`src/audio_matrix_mixer_macros.svh`:
```
// Assertion macros shared by the mixer RTL
`ifndef AUDIO_MATRIX_MIXER_MACROS_SVH
`define AUDIO_MATRIX_MIXER_MACROS_SVH

// Same-cycle implication, checked on aclk, off during reset
`define AMM_ASSERT_NOW(label, ante, cons, msg) \
    label: assert property (@(posedge aclk) disable iff (!aresetn) (ante) |-> (cons)) \
        else $error(msg);

// Next-cycle implication, checked on aclk, off during reset
`define AMM_ASSERT_NEXT(label, ante, cons, msg) \
    label: assert property (@(posedge aclk) disable iff (!aresetn) (ante) |=> (cons)) \
        else $error(msg);

`endif

```
`src/mmx_pkg.sv`:
```
// Types and constants of the audio matrix mixer
`timescale 1ns / 1ps
package mmx_pkg;

    localparam int IN_CHANNELS  = 4;
    localparam int OUT_CHANNELS = 4;

    // field slots on the ports stay fixed at four
    localparam int NUM_IN    = 4;
    localparam int NUM_OUT   = 4;
    localparam int SAMPLE_W  = 24;
    localparam int GAIN_W    = 16;
    localparam int ROW_W     = NUM_IN * GAIN_W;
    localparam int CFG_IDX_W = 2;
    localparam int PROD_W    = SAMPLE_W + GAIN_W;
    localparam int ACC_W     = PROD_W + 2;
    localparam int FRAC_DROP = 12;
    localparam int RND_W     = ACC_W - FRAC_DROP;
    localparam int DATA_W    = NUM_OUT * SAMPLE_W;

    typedef logic signed [SAMPLE_W-1:0] sample_t;
    typedef logic signed [GAIN_W-1:0]   gain_t;
    typedef logic signed [ACC_W-1:0]    acc_t;
    typedef logic signed [RND_W-1:0]    rnd_t;
    typedef logic [ROW_W-1:0]           row_t;

    typedef sample_t [NUM_IN-1:0]  frame_t;
    typedef gain_t   [NUM_OUT-1:0] gain_col_t;
    typedef acc_t    [NUM_OUT-1:0] acc_row_t;
    typedef sample_t [NUM_OUT-1:0] mix_t;

    localparam sample_t SAT_MAX = 24'sh7FFFFF;
    localparam sample_t SAT_MIN = 24'sh800000;
    localparam acc_t    RND_BIAS = acc_t'(2048);

endpackage

```
`src/mmx_cell.sv`:
```
// One multiply-accumulate cell of the mixing chain (one input channel)
`timescale 1ns / 1ps
`include "audio_matrix_mixer_macros.svh"
module mmx_cell (
    input  logic               aclk,
    input  logic               aresetn,
    input  logic               up_valid,
    output logic               up_ready,
    input  mmx_pkg::frame_t    up_frame,
    input  mmx_pkg::acc_row_t  up_acc,
    input  mmx_pkg::sample_t   tap_sample,
    input  mmx_pkg::gain_col_t tap_gains,
    output logic               dn_valid,
    input  logic               dn_ready,
    output mmx_pkg::frame_t    dn_frame,
    output mmx_pkg::acc_row_t  dn_acc
);

    logic                             valid_reg;
    logic                             valid_next;
    mmx_pkg::frame_t                  frame_reg;
    mmx_pkg::acc_row_t                acc_reg;
    mmx_pkg::acc_row_t                acc_next;
    logic signed [mmx_pkg::PROD_W-1:0] prod [mmx_pkg::NUM_OUT];

    assign up_ready = !valid_reg || dn_ready;

    always_comb begin
        for (int m = 0; m < mmx_pkg::NUM_OUT; m++) begin
            prod[m]     = $signed(tap_sample) * $signed(tap_gains[m]);
            acc_next[m] = up_acc[m] + mmx_pkg::ACC_W'(prod[m]);
        end
        valid_next = up_ready ? up_valid : valid_reg;
    end

    always_ff @(posedge aclk) begin
        if (!aresetn) begin
            valid_reg <= 1'b0;
        end else begin
            valid_reg <= valid_next;
        end
    end

    always_ff @(posedge aclk) begin
        if (up_valid && up_ready) begin
            frame_reg <= up_frame;
            acc_reg   <= acc_next;
        end
    end

    assign dn_valid = valid_reg;
    assign dn_frame = frame_reg;
    assign dn_acc   = acc_reg;

    `AMM_ASSERT_NEXT(a_cell_hold, valid_reg && !dn_ready, valid_reg && $stable(acc_reg), "sum lost")
    `AMM_ASSERT_NEXT(a_cell_load, up_valid && up_ready, valid_reg, "request not taken")
    `AMM_ASSERT_NOW(a_cell_ready, !valid_reg, up_ready, "empty cell refused a request")

endmodule

```
`config.mk`:
```
export PLATFORM = sky130hd
export DESIGN_NAME = mmx_cell
export DESIGN_NICKNAME = d
export VERILOG_FILES = /design/src/mmx_pkg.sv /design/src/mmx_cell.sv
export VERILOG_INCLUDE_DIRS = /design/src /design/src/src
export SDC_FILE = /design/constraint.sdc
export NUM_CORES = 2
export LEC_CHECK = 0
export ABC_AREA = 1
export BUFFER_PORTS_ARGS = -buffer_cell sky130_fd_sc_hd__buf_2
export CORE_UTILIZATION = 51
export CTS_CLUSTER_DIAMETER = 50
export CTS_CLUSTER_SIZE = 10
export DETAILED_ROUTE_END_ITERATION = 10
export PLACE_DENSITY = 0.7
export SLEW_MARGIN = 10
export SYNTH_ARGS = -nofsm -noshare
export SYNTH_HDL_FRONTEND = slang
export SYNTH_SLANG_ARGS = --single-unit
```
`constraint.sdc`:
```
create_clock -name aclk -period 17.9 [get_ports aclk]
set_input_delay 0.895 -clock aclk [delete_from_list [all_inputs] [get_ports aclk]]
set_output_delay 0.895 -clock aclk [all_outputs]
set_load 0.1 [all_outputs]
```
# Word-level counts from Yosys, hierarchy flattened
# Cells that the tools add are included.
[op_classes] n_mul=4 n_reduce_logical=3 add_sub_neg=4
[ops] operator="42-bit by 40-bit adder with 42-bit output" n=4
[ops] operator="24-bit by 16-bit multiplier with 40-bit output" n=4
[ops] operator="1-bit logical AND" n=1
[ops] operator="1-bit zero test" n=1
[ops] operator="1-bit logical OR" n=1
[totals] wordCells=20 out_inout_bits=266 in_bits=356 register_bits=265

# Depth between registers and ports, before layout
[depth] ltp_word=3 depth_mapped=29 ltp_nobuf=27

# Least setup slack after synthesis
# OpenSTA, ideal clock, no wires.
[synth_timing] path_type="input-to-reg" from="input up_valid" to="register acc_reg, in the netlist dn_acc[0], enable pin" cell_stages=2 arrival_ps=13589 setup_time_ps=974 n_path_buf=0 path_slack_ps=3337 t_required_ps=16926 cell_sequence="inv_1 -> a21oi_1"
[synth_via] elab_chain_cells=1
[synth_rtl] element="start, declared" line_no="mmx_cell.sv:7" rtl="input logic up_valid,"
[synth_rtl] element="1-bit logical AND" line_no="mmx_cell.sv:45" rtl="if (up_valid && up_ready) begin"
[synth_rtl] element="end signal, assigned" line_no="mmx_cell.sv:47" rtl="acc_reg <= acc_next;"
[synth_rtl] element="end, declared" line_no="mmx_cell.sv:22" rtl="mmx_pkg::acc_row_t acc_reg;"
# Every way passes these cells.
# A chain may end at the register's enable or synchronous reset.

==> qor.txt <==
Status -> finished, final reports clean
Total CTS buffers -> 44
Routed wire length -> 207000 µm
Global-route wire length before repair -> 332000 µm
Vias per cell -> 4.98
RSZ-0062 raised after global routing -> no
Min cycle time layout -> 7320 ps
Seq/Total Area, Yosys -> 10.6%
Post-CTS Setup Inserts -> 0
Vias in the first global route -> 61800
Netlist cell types -> 36
Max Clock Skew -> 59.4 ps
Root buf cell -> clkbuf_16
Final Hold Fails -> 0
Reg clk slew, reported paths -> 50 ps
Row Count -> 140
Die height -> 386 µm
Sum of negative setup slack -> 0 ps
Core region area -> 0.146 mm²
Tcrit/Tclk final -> 40.9%
Mapped Nets -> 11800
Layout fillers -> 13600
Slew headroom -> 26.5%
Cts hold-fix bufs -> 0
Vias -> 58000
DR pass1 iterations -> 6
HPWL after DPL -> 170000 µm
Top-Level Pins -> 622
Final core utilization -> 55.5%
Layout cells sized above 1 -> 7.89%
Global-route usage over all layers -> 28.7%
Crit Path Category -> input port to flop
CP Launch Type -> input port
Die area -> 0.149 mm²
CP max FO -> 49
Fmax -> 0.137 GHz
Layout area overhead -> 8.03%
Clock Latency Late Sink -> 660 ps
Area occupied by multi-input gates -> 0.0548 mm²
Final setup vio count -> 0
Initial antenna violation count -> 18
Die width -> 386 µm
CTS-repair resized insts -> 0
Clk buf depth -> 3
Avg Inst Size Synth -> 8.06 µm²
Synth Warn # -> 0
Least-Margin Pin Slew -> 1100 ps
CP arrival -> 7680 ps
GRT overflow -> 0
Synthesized area -> 0.0750 mm²
Pin count of the biggest net entering global routing -> 65
Initial core utilization -> 51.4%
CP required -> 18260 ps
Worst min-delay path category -> input port to flop
Port bufs -> 621
Slew Limit Fails -> 0
Routability cong. -> 0.965
Worst Setup End Kind -> flop
Storage element area -> 0.00795 mm²
WL per Instance -> 17.7 µm
Max Cap Violations -> 0
Remaining antenna violation count after routing -> 0
H-tree levels -> 2
CTS Sinks -> 265
CTS tree -> done
Synth Register Bits -> 265
Final routed DRC violation total -> 0
Iter 0 DRT Violations -> 4099
Final net count -> 12200
Syn Inst Count -> 9308
layout make-up:
type	count	share of cell area (%)
Multi-Input combinational cell	5759	67.6
Inverter	2983	13.8
Sequential cell	265	9.81
Timing Repair Buffer	656	4.17
Tap cell	1917	2.96
Clock buffer	53	1.43
Clock inverter	23	0.250
Antenna cell	4	0.0123
cell families (layout without fill, tap and decap cells):
kind of cell	count (synthesis)	in the layout	synth area share [%]
AOI/OAI and AO/OA	179	179	1.39
xor gates and xnor gates	92	92	1.07
adders and majority gates	2172	2172	53.2
buffers and inverters	3284	3715	16.4
DFF	265	265	10.6
other	0	4	0
and+or+nand+nor	3316	3316	17.3
worst max-delay path, cell delays in order:
cell and delay, ps:
buf_2 450, buf_4 690, nand2_1 270, fa_1 630, inv_1 60, fa_1 800
inv_1 130, fa_1 740, inv_1 110, fa_1 480, inv_1 50, fa_1 470
fa_1 500, inv_1 40, ha_1 350, inv_1 80, nor3_1 290, nand2_1 120
nor2_1 150, nand3b_1 120, nand4_1 100, nand2_1 50
final timing paths:
kind,start,endpoint,slack [ps],cells after the start
setup / recovery,tap_sample[23],dn_acc[166],10580,22
hold / removal,up_frame[88],dn_frame[88],400,1
setup reg to reg,dn_valid,dn_acc[35],14700,3
hold reg to reg,dn_valid,dn_valid,550,2
cell usage in the layout, fill, tap and decap left out, types with 6 or more instances in the layout:
cell type  count
inv_1       2981
inv_6          7
nor2_2         9
buf_4         38
nand3_2       11
edfxtp_1     264
clkbuf_1       8
fa_1        1700
nand2_1     2655
ha_1         472
nor3_1        10
xor2_1        65
a21oi_1      110
buf_2        618
nand3b_1      10
a21o_1         6
o21ai_0       17
nand3_1      178
o21bai_1      35
clkbuf_16     45
nand4_1       33
nor2_1       391
xnor2_1       27
nand2_2        8
metrics by stage:
stage	worst slack, ps	instance area [µm²]	std cells	hold WS, ps
after global routing	10170	81100	11700	395
final	10580	81100	11700	404
after CTS	10600	81000	11700	350
after detailed placement	9960	79700	11600	547
after floorplan	3340	75000	9308	994
after global placement	10050	79700	11600	531
routing by layer:
metal | share of wire (%) | track usage, % | up-vias | routed length [µm]
met5 | 0.076 | 0 | - | 158
met4 | 3.0 | 8.29 | 24 | 6220
met3 | 7.1 | 3.99 | 299 | 14700
met2 | 47 | 47.0 | 1973 | 97600
met1 | 43 | 40.0 | 29000 | 88100
li1 | - | - | 26800 | -
flip-flops by register name, summed over array words and instances (netlist names):
name,cells
dn_acc,168
dn_frame,96
dn_valid,1
synth_stat cells, drive strengths merged:
cell type,number,area share (%)
a21boi,1,0.010
a21o,6,0.060
a21oi,113,0.76
and2,1,0.0083
and3,1,0.0083
buf,50,0.26
clkbuf,251,1.3
dfxtp,1,0.027
edfxtp,264,11
fa,1700,45
ha,472,7.9
inv,2983,15
nand2,2664,13
nand3,189,1.3
nand3b,10,0.10
nand4,33,0.28
nor2,401,2.0
nor3,14,0.12
o21a,1,0.010
o21ai,18,0.12
o21bai,40,0.43
or2,3,0.025
xnor2,27,0.32
xor2,65,0.76
Power is left out: the tool's default activity adds up to more than one toggle a clock period on the data nets, which glitch-free logic cannot reach.
