$ cat src/audio_matrix_mixer_macros.svh
// Assertion macros shared by the mixer RTL
`ifndef AUDIO_MATRIX_MIXER_MACROS_SVH
`define AUDIO_MATRIX_MIXER_MACROS_SVH

// Same-cycle implication, checked on aclk, off during reset
`define AMM_ASSERT_NOW(label, ante, cons, msg) \
    label: assert property (@(posedge aclk) disable iff (!aresetn) (ante) |-> (cons)) \
        else $error(msg);

// Next-cycle implication, checked on aclk, off during reset
`define AMM_ASSERT_NEXT(label, ante, cons, msg) \
    label: assert property (@(posedge aclk) disable iff (!aresetn) (ante) |=> (cons)) \
        else $error(msg);

`endif

$ cat src/mmx_pkg.sv
// Types and constants of the audio matrix mixer
`timescale 1ns / 1ps
package mmx_pkg;

    localparam int IN_CHANNELS  = 4;
    localparam int OUT_CHANNELS = 4;

    // field slots on the ports stay fixed at four
    localparam int NUM_IN    = 4;
    localparam int NUM_OUT   = 4;
    localparam int SAMPLE_W  = 24;
    localparam int GAIN_W    = 16;
    localparam int ROW_W     = NUM_IN * GAIN_W;
    localparam int CFG_IDX_W = 2;
    localparam int PROD_W    = SAMPLE_W + GAIN_W;
    localparam int ACC_W     = PROD_W + 2;
    localparam int FRAC_DROP = 12;
    localparam int RND_W     = ACC_W - FRAC_DROP;
    localparam int DATA_W    = NUM_OUT * SAMPLE_W;

    typedef logic signed [SAMPLE_W-1:0] sample_t;
    typedef logic signed [GAIN_W-1:0]   gain_t;
    typedef logic signed [ACC_W-1:0]    acc_t;
    typedef logic signed [RND_W-1:0]    rnd_t;
    typedef logic [ROW_W-1:0]           row_t;

    typedef sample_t [NUM_IN-1:0]  frame_t;
    typedef gain_t   [NUM_OUT-1:0] gain_col_t;
    typedef acc_t    [NUM_OUT-1:0] acc_row_t;
    typedef sample_t [NUM_OUT-1:0] mix_t;

    localparam sample_t SAT_MAX = 24'sh7FFFFF;
    localparam sample_t SAT_MIN = 24'sh800000;
    localparam acc_t    RND_BIAS = acc_t'(2048);

endpackage

$ cat src/mmx_sat.sv
// Rounding, saturation and output register of the mixer
`timescale 1ns / 1ps
`include "audio_matrix_mixer_macros.svh"
module mmx_sat (
    input  logic                        aclk,
    input  logic                        aresetn,
    input  logic                        up_valid,
    output logic                        up_ready,
    input  mmx_pkg::acc_row_t           up_acc,
    output logic                        dn_valid,
    input  logic                        dn_ready,
    output mmx_pkg::mix_t               dn_mix,
    output logic [mmx_pkg::NUM_OUT-1:0] dn_clip
);

    logic                        valid_reg;
    logic                        valid_next;
    mmx_pkg::mix_t               mix_reg;
    mmx_pkg::mix_t               mix_next;
    logic [mmx_pkg::NUM_OUT-1:0] clip_reg;
    logic [mmx_pkg::NUM_OUT-1:0] clip_next;
    mmx_pkg::acc_t               biased [mmx_pkg::NUM_OUT];
    mmx_pkg::rnd_t               rnd [mmx_pkg::NUM_OUT];

    assign up_ready = !valid_reg || dn_ready;

    // round half up to Q1.23, then clamp; unused outputs carry zero gains
    always_comb begin
        for (int m = 0; m < mmx_pkg::NUM_OUT; m++) begin
            biased[m] = up_acc[m] + mmx_pkg::RND_BIAS;
            rnd[m]    = biased[m][mmx_pkg::ACC_W-1:mmx_pkg::FRAC_DROP];
            if (rnd[m] > mmx_pkg::rnd_t'(mmx_pkg::SAT_MAX)) begin
                mix_next[m]  = mmx_pkg::SAT_MAX;
                clip_next[m] = 1'b1;
            end else if (rnd[m] < mmx_pkg::rnd_t'(mmx_pkg::SAT_MIN)) begin
                mix_next[m]  = mmx_pkg::SAT_MIN;
                clip_next[m] = 1'b1;
            end else begin
                mix_next[m]  = rnd[m][mmx_pkg::SAMPLE_W-1:0];
                clip_next[m] = 1'b0;
            end
        end
        valid_next = up_ready ? up_valid : valid_reg;
    end

    always_ff @(posedge aclk) begin
        if (!aresetn) begin
            valid_reg <= 1'b0;
        end else begin
            valid_reg <= valid_next;
        end
    end

    always_ff @(posedge aclk) begin
        if (up_valid && up_ready) begin
            mix_reg  <= mix_next;
            clip_reg <= clip_next;
        end
    end

    assign dn_valid = valid_reg;
    assign dn_mix   = mix_reg;
    assign dn_clip  = clip_reg;

    `AMM_ASSERT_NEXT(a_sat_load, up_valid && up_ready, valid_reg, "accepted sum did not reach output")

    for (genvar m = 0; m < mmx_pkg::NUM_OUT; m++) begin : g_chk
        `AMM_ASSERT_NOW(a_clip_rail, valid_reg && clip_reg[m], mix_reg[m] == mmx_pkg::SAT_MAX || mix_reg[m] == mmx_pkg::SAT_MIN, "clip flag without rail value")
    end

endmodule

$ cat config.mk
export PLATFORM = sky130hd
export DESIGN_NAME = mmx_sat
export DESIGN_NICKNAME = d
export VERILOG_FILES = /design/src/mmx_pkg.sv /design/src/mmx_sat.sv
export VERILOG_INCLUDE_DIRS = /design/src /design/src/src
export SDC_FILE = /design/constraint.sdc
export NUM_CORES = 1
export LEC_CHECK = 0
export ABC_AREA = 1
export ABC_CLOCK_PERIOD_IN_PS = 20100
export BUFFER_PORTS_ARGS = -buffer_cell sky130_fd_sc_hd__buf_2
export CORE_MARGIN = 3
export CORE_UTILIZATION = 47
export CTS_CLUSTER_DIAMETER = 150
export CTS_CLUSTER_SIZE = 20
export DETAILED_ROUTE_END_ITERATION = 8
export PLACE_DENSITY = 0.77
export SLEW_MARGIN = 20
export SYNTH_ARGS = -nofsm -noshare
export SYNTH_HDL_FRONTEND = slang
export SYNTH_SLANG_ARGS = --single-unit
$ cat constraint.sdc
create_clock -name aclk -period 20.1 [get_ports aclk]
set_input_delay 3.015 -clock aclk [delete_from_list [all_inputs] [get_ports aclk]]
set_output_delay 3.015 -clock aclk [all_outputs]
set_load 0.005 [all_outputs]
* Word level (Yosys, flattened, before mapping)
Index checks and enable logic that the tools add are counted.
** Cells by class
- Add/sub/neg operators :: 4
- Magnitude comparators :: 8
- Multiplexer cells :: 8
- Reductions and logical operators :: 3
** Operator list (count)
- adder 42 x 13 -> 42 bit, second input constant :: 4
- greater-than comparator 30 x 24 -> 1 bit, second input constant :: 4
- < comparator 30 x 24 -> 1 bit, second input constant :: 4
- 2-to-1 mux 24 bit :: 4
- 2-to-1 mux 1 bit :: 4
- logical AND 1 bit :: 1
- logical NOT 1 bit :: 1
- logical OR 1 bit :: 1
** Storage, ports and cells
- Register bits after elaboration :: 101
- Bits of input ports :: 172
- Output and inout port bits :: 102

* Longest topological paths before layout
Gate-level depths: netlist (run 1).
- Depth in word-level cells :: 3
- Mapped depth :: 15

* Worst setup path before layout (run 1)
OpenSTA, ideal clock, no wires.
- Path kind :: input-to-reg
- Start point :: input up_valid
- End point :: register clip_reg (netlist bit dn_clip[0]), enable pin
- Arrival :: 7.879 ns
- Slack :: 11.630 ns
- Stages on the path :: 2
- Cells stage by stage :: inv_1 > a21oi_1
** On the way
- Cells in the longest elaborated chain, start to end :: 1
** Ends and longest elaborated chain
- start: declaration :: line mmx_sat.sv:7 : input logic up_valid,
- logical AND 1 bit :: line mmx_sat.sv:55 : if (up_valid && up_ready) begin
- end signal: assignment :: line mmx_sat.sv:57 : clip_reg <= clip_next;
- end: declaration :: line mmx_sat.sv:20 : logic [mmx_pkg::NUM_OUT-1:0] clip_reg;
Every way passes these cells.
A chain may end at the register's enable or synchronous reset.

* Worst setup path after layout (run 1)
- Start point :: input dn_ready
- End point :: output up_ready
** On the way
- Cells in the longest elaborated chain, start to end :: 1
** Ends and longest elaborated chain
- start: declaration :: line mmx_sat.sv:11 : input logic dn_ready,
- logical OR 1 bit :: line mmx_sat.sv:25 : assign up_ready = !valid_reg || dn_ready;
- end: declaration :: line mmx_sat.sv:8 : output logic up_ready,
Every way passes these cells.

==> impl_table.tex, run 1 <==
\begin{tabular}{lr}
\hline
Metric & Value \\
\hline
\multicolumn{2}{l}{\textbf{Job}} \\
\quad Number of maximum-capacitance violations & 0 \\
\multicolumn{2}{l}{\textbf{Clock tree}} \\
\quad Clock buffers created by TritonCTS & 9 \\
\quad H-tree Lvls & 3 \\
\quad Clock transition at the registers of the reported paths & 60 ps \\
\quad Number of buffers inserted by hold repair at cts & 0 \\
\quad Number of clock sinks seen by CTS & 101 \\
\quad Master cell of the clock root buffer & sky130\_fd\_sc\_hd\_\_clkbuf\_16 \\
\quad Count of buffers added by post-CTS timing repair for setup & 0 \\
\quad Number of cells upsized or downsized after cts & 0 \\
\quad Clock latency reported for the late side of the worst-skew pair & 350 ps \\
\quad Clk buf depth & 2 \\
\quad CTS tree & yes \\
\multicolumn{2}{l}{\textbf{Die}} \\
\quad Placeable Area & 15,300 sq um \\
\quad Total number of placement rows & 45 \\
\quad Height of the die & 131 um \\
\quad Starting density of the core & 48.3\% \\
\quad Die width & 131 um \\
\quad Total I/O pin count & 274 \\
\quad Floorplan die area & 17,200 sq um \\
\multicolumn{2}{l}{\textbf{Power and ir drop}} \\
\quad Leak Pwr & 4.06 nW \\
\quad Total design power & 0.523 mW \\
\quad Worst VDD drop & 0.0000402 V \\
\quad Power Dens Cells & 58.5 nW/um\^{}2 \\
\multicolumn{2}{l}{\textbf{STA}} \\
\quad Final clock skew & 6.65 ps \\
\quad Pin slew with the least headroom to its limit & 705 ps \\
\quad Share of the cycle needed by the critical path after routing & 31.9\% \\
\quad Final-layout setup total negative slack & 0 ps \\
\quad Final-report hold violation count & 0 \\
\quad Unrepaired setup endpoints after global routing & no \\
\quad Final setup slack of the worst path & 13,680 ps \\
\quad Headroom to the max-slew limit & 53.0\% \\
\quad Peak Freq & 0.156 GHz \\
\quad Final-report setup violation count & 0 \\
\quad Minimum clock period & 6420 ps \\
\quad Final Max Slew Viols & 0 \\
\multicolumn{2}{l}{\textbf{Hold path}} \\
\quad Class of the worst hold path & flip-flop to flip-flop \\
\quad Hold Path Stages & 2 \\
\quad Min-delay src & dn\_valid\$\_SDFFE\_PN0N\_ \\
\quad Hold-critical path endpoint & dn\_valid\$\_SDFFE\_PN0N\_ \\
\multicolumn{2}{l}{\textbf{Place}} \\
\quad Worst Setup Slack post-DPL & 13,680 ps \\
\quad Final GP Congestion & 0.922 \\
\quad Total of buffers placed on input and output ports & 229 \\
\quad Placed wire-length estimate after detailed placement & 15,300 um \\
\multicolumn{2}{l}{\textbf{Critical path}} \\
\quad Req. time, crit path & 17,090 ps \\
\quad Worst setup slack for register-to-register paths & 18,080 ps \\
\quad Setup crit end kind & primary output \\
\quad Family of cells with the greatest summed delay on the critical path & buffers and inverters \\
\quad Most frequent cell on the critical path & sky130\_fd\_sc\_hd\_\_buf\_2 \\
\quad Class of the most critical setup path & primary input to primary output \\
\quad Crit path max-delay cell type & sky130\_fd\_sc\_hd\_\_buf\_2 \\
\quad Largest stage delay on the critical path & 130 ps \\
\quad Cell-by-cell listing of the critical path & buf\_2 -> inv\_1 -> nand2\_1 -> buf\_2 \\
\quad Worst setup startpoint & dn\_ready \\
\quad Cell count along the critical path & 4 \\
\quad Setup crit start kind & primary input \\
\quad WP buf/inv & 3 \\
\quad R2r worst-path depth & 3 \\
\quad R2r startpoint & dn\_valid\$\_SDFFE\_PN0N\_ \\
\quad CP Max Fanout & 2 \\
\quad Worst R2R End & dn\_mix[4]\$\_SDFFCE\_PN1P\_ \\
\quad Arrival time at the worst endpoint & 3410 ps \\
\multicolumn{2}{l}{\textbf{Synthesis}} \\
\quad Post-Synthesis Cell Area & 7370 sq um \\
\quad Synthesized instance count & 983 \\
\quad Yosys cell types & 30 \\
\quad Sequential cell area fraction in the yosys report & 41.0\% \\
\quad Syn avg cell area & 7.49 sq um \\
\quad Number of synthesized register bits & 101 \\
\quad Number of nets in the synthesized netlist & 1,159 \\
\quad Synth warn & 0 \\
\multicolumn{2}{l}{\textbf{Drt}} \\
\quad Count of nets left with antenna violations after detail routing & 0 \\
\quad DRC Markers & 0 \\
\quad Routed length on met1 & 8230 um \\
\quad Detailed-routing iteration count for the pre-antenna-repair pass & 5 \\
\quad Detailed-route via count & 6,833 \\
\quad Total length of routed met3 wires & 1110 um \\
\quad DR iter-0 viols & 349 \\
\quad Highest Signal Layer & met4 \\
\quad Routed wire length & 18,700 um \\
\quad Detail-routed via count per cell & 4.79 \\
\quad Drt wl/cell & 13.1 um \\
\quad Total length of routed met2 wires & 8970 um \\
\multicolumn{2}{l}{\textbf{Status}} \\
\quad Result of the run & finished clean \\
\multicolumn{2}{l}{\textbf{GRT}} \\
\quad GRT overflow & 0 \\
\quad Vias in the first global route & 6,331 \\
\quad First-pass GRT wire length & 30,000 um \\
\quad Pin count of the biggest net entering global routing & 60 \\
\quad Combined global-route utilization of all metal layers & 21.3\% \\
\quad Number of antenna violations at the first check in global routing & 1 \\
\multicolumn{2}{l}{\textbf{Finish}} \\
\quad Synth-to-layout area growth & 21.5\% \\
\quad Proportion of layout cells with a drive suffix above 1 & 25.9\% \\
\quad Nets@finish & 1,385 \\
\hline
\end{tabular}
[flip-flops by register name, summed over array words and instances, names as in the netlist]
signal and flops:
dn_clip 4, dn_mix 96, dn_valid 1
[kinds of logic after synthesis]
family                     after synthesis  share of synthesized area (%)
buffers and inverters                   64                           4.79
adders and majority gates                4                          0.679
and+or+nand+nor                        721                           42.2
AOI/OAI and AO/OA                        4                          0.527
DFF                                    101                           41.0
xor gates and xnor gates                89                           10.8
[layout by cell type (no fill, tap or decap), types with 9 or more instances in the layout]
cell / netlist / routed
sky130_fd_sc_hd__clkbuf_16: 0 / 9
sky130_fd_sc_hd__nand2_1: 458 / 458
sky130_fd_sc_hd__inv_1: 42 / 42
sky130_fd_sc_hd__xnor2_1: 24 / 24
sky130_fd_sc_hd__nand3b_1: 16 / 16
sky130_fd_sc_hd__nor3_1: 17 / 17
sky130_fd_sc_hd__nor2_1: 143 / 143
sky130_fd_sc_hd__nand2_2: 14 / 14
sky130_fd_sc_hd__buf_2: 0 / 229
sky130_fd_sc_hd__xor2_1: 63 / 63
sky130_fd_sc_hd__edfxtp_1: 100 / 100
sky130_fd_sc_hd__nor2_2: 24 / 24
sky130_fd_sc_hd__nand3_1: 16 / 16
[layout make-up]
class / instances / area, sq um
inverter: 48 / 180
multi-input combinational: 818 / 4000
fill: 1455 / 6310
clock buffer: 9 / 225
timing repair buffer: 231 / 1160
antenna: 1 / 2.50
clock inverter: 7 / 90.1
tap: 211 / 264
sequential: 101 / 3020
[routing by layer]
| layer | vias to the layer above | global-route usage [%] |
|---|---|---|
| li1 | 3570 | - |
| met1 | 3038 | 26.7 |
| met2 | 200 | 37.2 |
| met3 | 25 | 3.79 |
| met4 | 0 | 6.83 |
| met5 | - | 0 |
[tightest hold or removal path: stages (launching register included)]
cell	delay [ps]
sky130_fd_sc_hd__dfxtp_1	350
sky130_fd_sc_hd__nand2_1	90
sky130_fd_sc_hd__a21boi_0	70
[stage by stage]
stage               instances  utilization [%]  cell area, sq um  hold slack (ps)
CTS                      1425             58.6              8940              552
global placement         1409             56.6              8630              534
detailed placement       1409             56.6              8630              543
global route             1426             58.6              8950              604
floorplan                 983                -              7370              523
finish                   1426             58.6              8950              549
[where the power goes]
| group | internal (mW) | switching, mW | leakage [nW] | total, mW |
|---|---|---|---|---|
| registers | 0.248 | 0.00325 | 0.945 | 0.252 |
| logic | 0.0351 | 0.0558 | 2.96 | 0.0909 |
| clock network | 0.108 | 0.0723 | 0.153 | 0.181 |
| total | 0.392 | 0.131 | 4.06 | 0.523 |
[worst max-delay path by stage]
stage                               endpoint  slack, ps
floorplan           dn_clip[0]$_SDFFCE_PN1P_      11630
global placement                    up_ready      13690
detailed placement                  up_ready      13680
CTS                                 up_ready      13680
global route                        up_ready      13630
finish                              up_ready      13680
[Yosys cell counts (all sizes together)]
| master | count | area (sq um) |
|---|---|---|
| a21boi | 1 | 7.51 |
| a21o | 1 | 7.51 |
| a21oi | 1 | 5.00 |
| and2 | 5 | 31.3 |
| buf | 16 | 173 |
| dfxtp | 1 | 20.0 |
| edfxtp | 100 | 3000 |
| ha | 4 | 50.1 |
| inv | 48 | 180 |
| nand2 | 478 | 1870 |
| nand3 | 22 | 140 |
| nand3b | 16 | 120 |
| nand4 | 7 | 58.8 |
| nor2 | 174 | 783 |
| nor3 | 17 | 85.1 |
| nor3b | 1 | 7.51 |
| nor4 | 1 | 6.26 |
| o21bai | 1 | 18.8 |
| xnor2 | 26 | 243 |
| xor2 | 63 | 552 |
Note: power is estimated with default switching activity, not from simulation.
==> run 2, diff against run 1 <==
ABC_CLOCK_PERIOD_IN_PS = 5800   (was 20100)
CORE_UTILIZATION = 46   (was 47)
PLACE_DENSITY = 0.78   (was 0.77)
clock period = 5.8 ns   (was 20.1 ns; I/O delays follow)
==> run 2 against run 1 <==
- final cell count barely moved
- sequential cell count did not move
- wire length fell by 3.1%
- die area rose by 2.1%
- clock-buffer cell count rose by 3
- core utilization fell by 1.0 points
- hold slack improved by 4.6 ps
- clock skew fell by 0.97 ps
- setup slack got worse by 10000 ps
- sequential share of layout area rose by 0.21 points
- clock power rose to 3.0 times the previous value
- first-iteration DRC count rose by 0.57%
- critical path type is now primary input to flip-flop
- highest routed layer unchanged
==> impl_table.tex, run 2 (same netlist as run 1, synthesis figures left out) <==
\begin{tabular}{lr}
\hline
Metric & Value \\
\hline
\multicolumn{2}{l}{\textbf{Status}} \\
\quad Result of the run & finished clean \\
\multicolumn{2}{l}{\textbf{Die}} \\
\quad Total I/O pin count & 274 (unchanged) \\
\quad Starting density of the core & 47.7\% (-0.53 points) \\
\quad Die width & 133 um (+1.0\%) \\
\quad Placeable Area & 15,400 sq um (+1.1\%) \\
\quad Height of the die & 133 um (+1.0\%) \\
\quad Total number of placement rows & 45 (unchanged) \\
\quad Floorplan die area & 17,600 sq um (+2.1\%) \\
\multicolumn{2}{l}{\textbf{Clock tree}} \\
\quad Clock buffers created by TritonCTS & 9 (unchanged) \\
\quad Master cell of the clock root buffer & sky130\_fd\_sc\_hd\_\_clkbuf\_16 \\
\quad Clk buf depth & 2 (unchanged) \\
\quad Count of buffers added by post-CTS timing repair for setup & 0 (unchanged) \\
\quad Number of buffers inserted by hold repair at cts & 0 (unchanged) \\
\quad H-tree Lvls & 3 (unchanged) \\
\quad Clock latency reported for the late side of the worst-skew pair & 340 ps (about the same) \\
\quad Clock transition at the registers of the reported paths & 60 ps (about the same) \\
\quad CTS tree & yes \\
\quad Number of cells upsized or downsized after cts & 0 (unchanged) \\
\quad Number of clock sinks seen by CTS & 101 (unchanged) \\
\multicolumn{2}{l}{\textbf{Finish}} \\
\quad Most frequent standard cell in the layout excluding fill and tap cells & sky130\_fd\_sc\_hd\_\_nand2\_1 \\
\quad Proportion of layout cells with a drive suffix above 1 & 25.7\% (-0.16 points) \\
\quad Nets@finish & 1,385 (unchanged) \\
\quad Post-route core utilization & 57.6\% (-1.0 points) \\
\quad Commonest non-fill, non-tap cells in the layout & sky130\_fd\_sc\_hd\_\_nand2\_1 (458), sky130\_fd\_sc\_hd\_\_buf\_2 (229), sky130\_fd\_sc\_hd\_\_nor2\_1 (143), sky130\_fd\_sc\_hd\_\_edfxtp\_1 (100), sky130\_fd\_sc\_hd\_\_xor2\_1 (63) \\
\quad Ant diodes & 0 (-1) \\
\quad Flip-flop count of the largest register, all copies and words added & 96 (unchanged) \\
\quad Filler cells & 1,482 (+1.9\%) \\
\quad Synth-to-layout area growth & 20.7\% \\
\multicolumn{2}{l}{\textbf{STA}} \\
\quad Minimum clock period & 2620 ps \\
\quad Share of the cycle needed by the critical path after routing & 45.2\% \\
\quad Peak Freq & 0.382 GHz \\
\quad Final-report hold violation count & 0 (unchanged) \\
\quad Final-layout setup total negative slack & 0 ps (unchanged) \\
\quad Final setup slack of the worst path & 3180 ps (-10,500 ps) \\
\quad Unrepaired setup endpoints after global routing & no \\
\quad Pin slew with the least headroom to its limit & 650 ps (-54.7 ps) \\
\quad Final clock skew & 5.68 ps (-0.974 ps) \\
\quad Final-report setup violation count & 0 (unchanged) \\
\quad Final Max Slew Viols & 0 (unchanged) \\
\quad Headroom to the max-slew limit & 56.6\% (+3.6 points) \\
\multicolumn{2}{l}{\textbf{Power and ir drop}} \\
\quad Internal power consumption & 1.27 mW (+230\%) \\
\quad Proportion of total power due to net switching & 26.4\% (+1.2 points) \\
\quad Leak Pwr & 4.03 nW (-0.64\%) \\
\quad Worst VDD drop & 0.000163 V (+310\%) \\
\quad Flop pwr share & 50.4\% (+2.3 points) \\
\quad Switching pwr & 0.456 mW (+250\%) \\
\quad Power Dens Cells & 194 nW/um\^{}2 (+230\%) \\
\quad Clock Power Share & 31.5\% (-3.0 points) \\
\quad Comb pwr share & 18.1\% (+0.7 points) \\
\quad Total design power & 1.73 mW (+230\%) \\
\multicolumn{2}{l}{\textbf{Drt}} \\
\quad Detailed-route via count & 6,779 (-0.79\%) \\
\quad Drt wl/cell & 12.7 um (-3.0\%) \\
\quad Detailed-routing iteration count for the pre-antenna-repair pass & 5 (unchanged) \\
\quad DRC Markers & 0 (unchanged) \\
\quad Count of nets left with antenna violations after detail routing & 0 (unchanged) \\
\quad Detail-routed via count per cell & 4.76 (-0.72\%) \\
\quad DR iter-0 viols & 351 (+0.57\%) \\
\quad Routed wire length & 18,100 um (-3.1\%) \\
\multicolumn{2}{l}{\textbf{Critical path}} \\
\quad Req. time, crit path & 5880 ps (-11,210 ps) \\
\quad Largest stage delay on the critical path & 300 ps (+170 ps) \\
\quad Setup crit end kind & flip-flop \\
\quad R2r worst-path depth & 3 (unchanged) \\
\quad Worst R2R End & dn\_mix[47]\$\_SDFFCE\_PN0P\_ \\
\quad Setup crit start kind & primary input \\
\quad Arrival time at the worst endpoint & 2700 ps (-710 ps) \\
\quad WP buf/inv & 2 (-1) \\
\quad Most frequent cell on the critical path & sky130\_fd\_sc\_hd\_\_nand2\_1 \\
\quad Family of cells with the greatest summed delay on the critical path & simple AND/OR/NAND/NOR gates \\
\quad Worst setup slack for register-to-register paths & 3760 ps (-14,320 ps) \\
\quad R2r startpoint & dn\_valid\$\_SDFFE\_PN0N\_ \\
\quad Crit path max-delay cell type & sky130\_fd\_sc\_hd\_\_nand2\_2 \\
\quad Class of the most critical setup path & primary input to flip-flop \\
\quad Cell-by-cell listing of the critical path & buf\_2 -> ha\_1 -> nand2\_1 -> inv\_2 -> nand2\_2 -> nor2\_4 -> nand3\_2 -> nor2\_2 -> nand3\_1 -> xnor2\_2 -> nand2\_2 -> nand2\_1 -> nand2\_1 \\
\quad CP Max Fanout & 24 (+22) \\
\multicolumn{2}{l}{\textbf{Place}} \\
\quad Total of buffers placed on input and output ports & 229 (unchanged) \\
\quad Final GP Congestion & 0.925 (+0.29\%) \\
\quad Worst Setup Slack post-DPL & 2810 ps (-10,870 ps) \\
\quad Placed wire-length estimate after detailed placement & 14,800 um (-2.8\%) \\
\multicolumn{2}{l}{\textbf{GRT}} \\
\quad Number of antenna violations at the first check in global routing & 0 (-1) \\
\quad Pin count of the biggest net entering global routing & 53 (-12\%) \\
\quad GRT overflow & 0 (unchanged) \\
\quad Combined global-route utilization of all metal layers & 20.1\% (-1.1 points) \\
\quad Vias in the first global route & 6,230 (-1.6\%) \\
\quad First-pass GRT wire length & 29,100 um (-3.1\%) \\
\multicolumn{2}{l}{\textbf{Hold path}} \\
\quad Min-delay src & dn\_valid\$\_SDFFE\_PN0N\_ \\
\quad Class of the worst hold path & flip-flop to flip-flop \\
\quad Hold-critical path endpoint & dn\_valid\$\_SDFFE\_PN0N\_ \\
\quad Hold Path Stages & 2 (unchanged) \\
\multicolumn{2}{l}{\textbf{Job}} \\
\quad Number of maximum-capacitance violations & 0 (unchanged) \\
\hline
\end{tabular}
## run 2: cell count changes in the layout (fill, tap and decap cells not counted), sizes merged
cell	delta
clkinv	-2
diode	-1
clkbuf	+3
bufinv	-2
inv	+1
## run 2: area by class of cell
class                      count  area [sq um]  area share (%)
multi-input combinational    818          4000            45.0
sequential                   101          3020            34.0
timing repair buffer         231          1160            13.1
tap                          211           264            2.97
clock buffer                  12           236            2.66
inverter                      48           180            2.03
clock inverter                 4          26.3           0.295
## run 2: layer usage
metal | track usage (%) | routed length (um)
met1 | 25.7 | 7860
met2 | 34.1 | 8550
met3 | 3.38 | 1100
met4 | 8.14 | 565
met5 | 0 | 0
## run 2: worst reg2reg max path, delay by kind of cell (launching register included)
family          cells  cell delay (ps)
buf+inv             2             1160
flops               1              340
compound gates      1              140
## run 2: per-stage QoR
step / hold slack (ps) / cell area, sq um / instances
floorplan: 536 / 7370 / 983
global placement: 526 / 8630 / 1409
detailed placement: 540 / 8630 / 1409
CTS: 553 / 8890 / 1425
global route: 598 / 8890 / 1425
finish: 554 / 8890 / 1425
## run 2: worst max-delay path by stage
stage	endpoint	depth (start not counted)	slack [ps]	from
floorplan	dn_clip[0]$_SDFFCE_PN1P_	2	1520	dn_ready
global placement	dn_mix[51]$_SDFFCE_PN1P_	13	2820	up_acc[95]
detailed placement	dn_mix[49]$_SDFFCE_PN1P_	13	2810	up_acc[95]
CTS	dn_mix[49]$_SDFFCE_PN1P_	13	3160	up_acc[95]
global route	dn_mix[9]$_SDFFCE_PN1P_	13	2970	up_acc[11]
finish	dn_mix[49]$_SDFFCE_PN1P_	13	3180	up_acc[95]
## run 2: power by group through the flow
stage	Combinational (mW)	Sequential [mW]	Clock (mW)
after floorplan	0.167	0.898	0
after global placement	0.312	0.886	0
after detailed placement	0.316	0.887	0
after CTS	0.317	0.872	0.560
after global routing	0.354	0.875	0.587
final	0.313	0.871	0.546
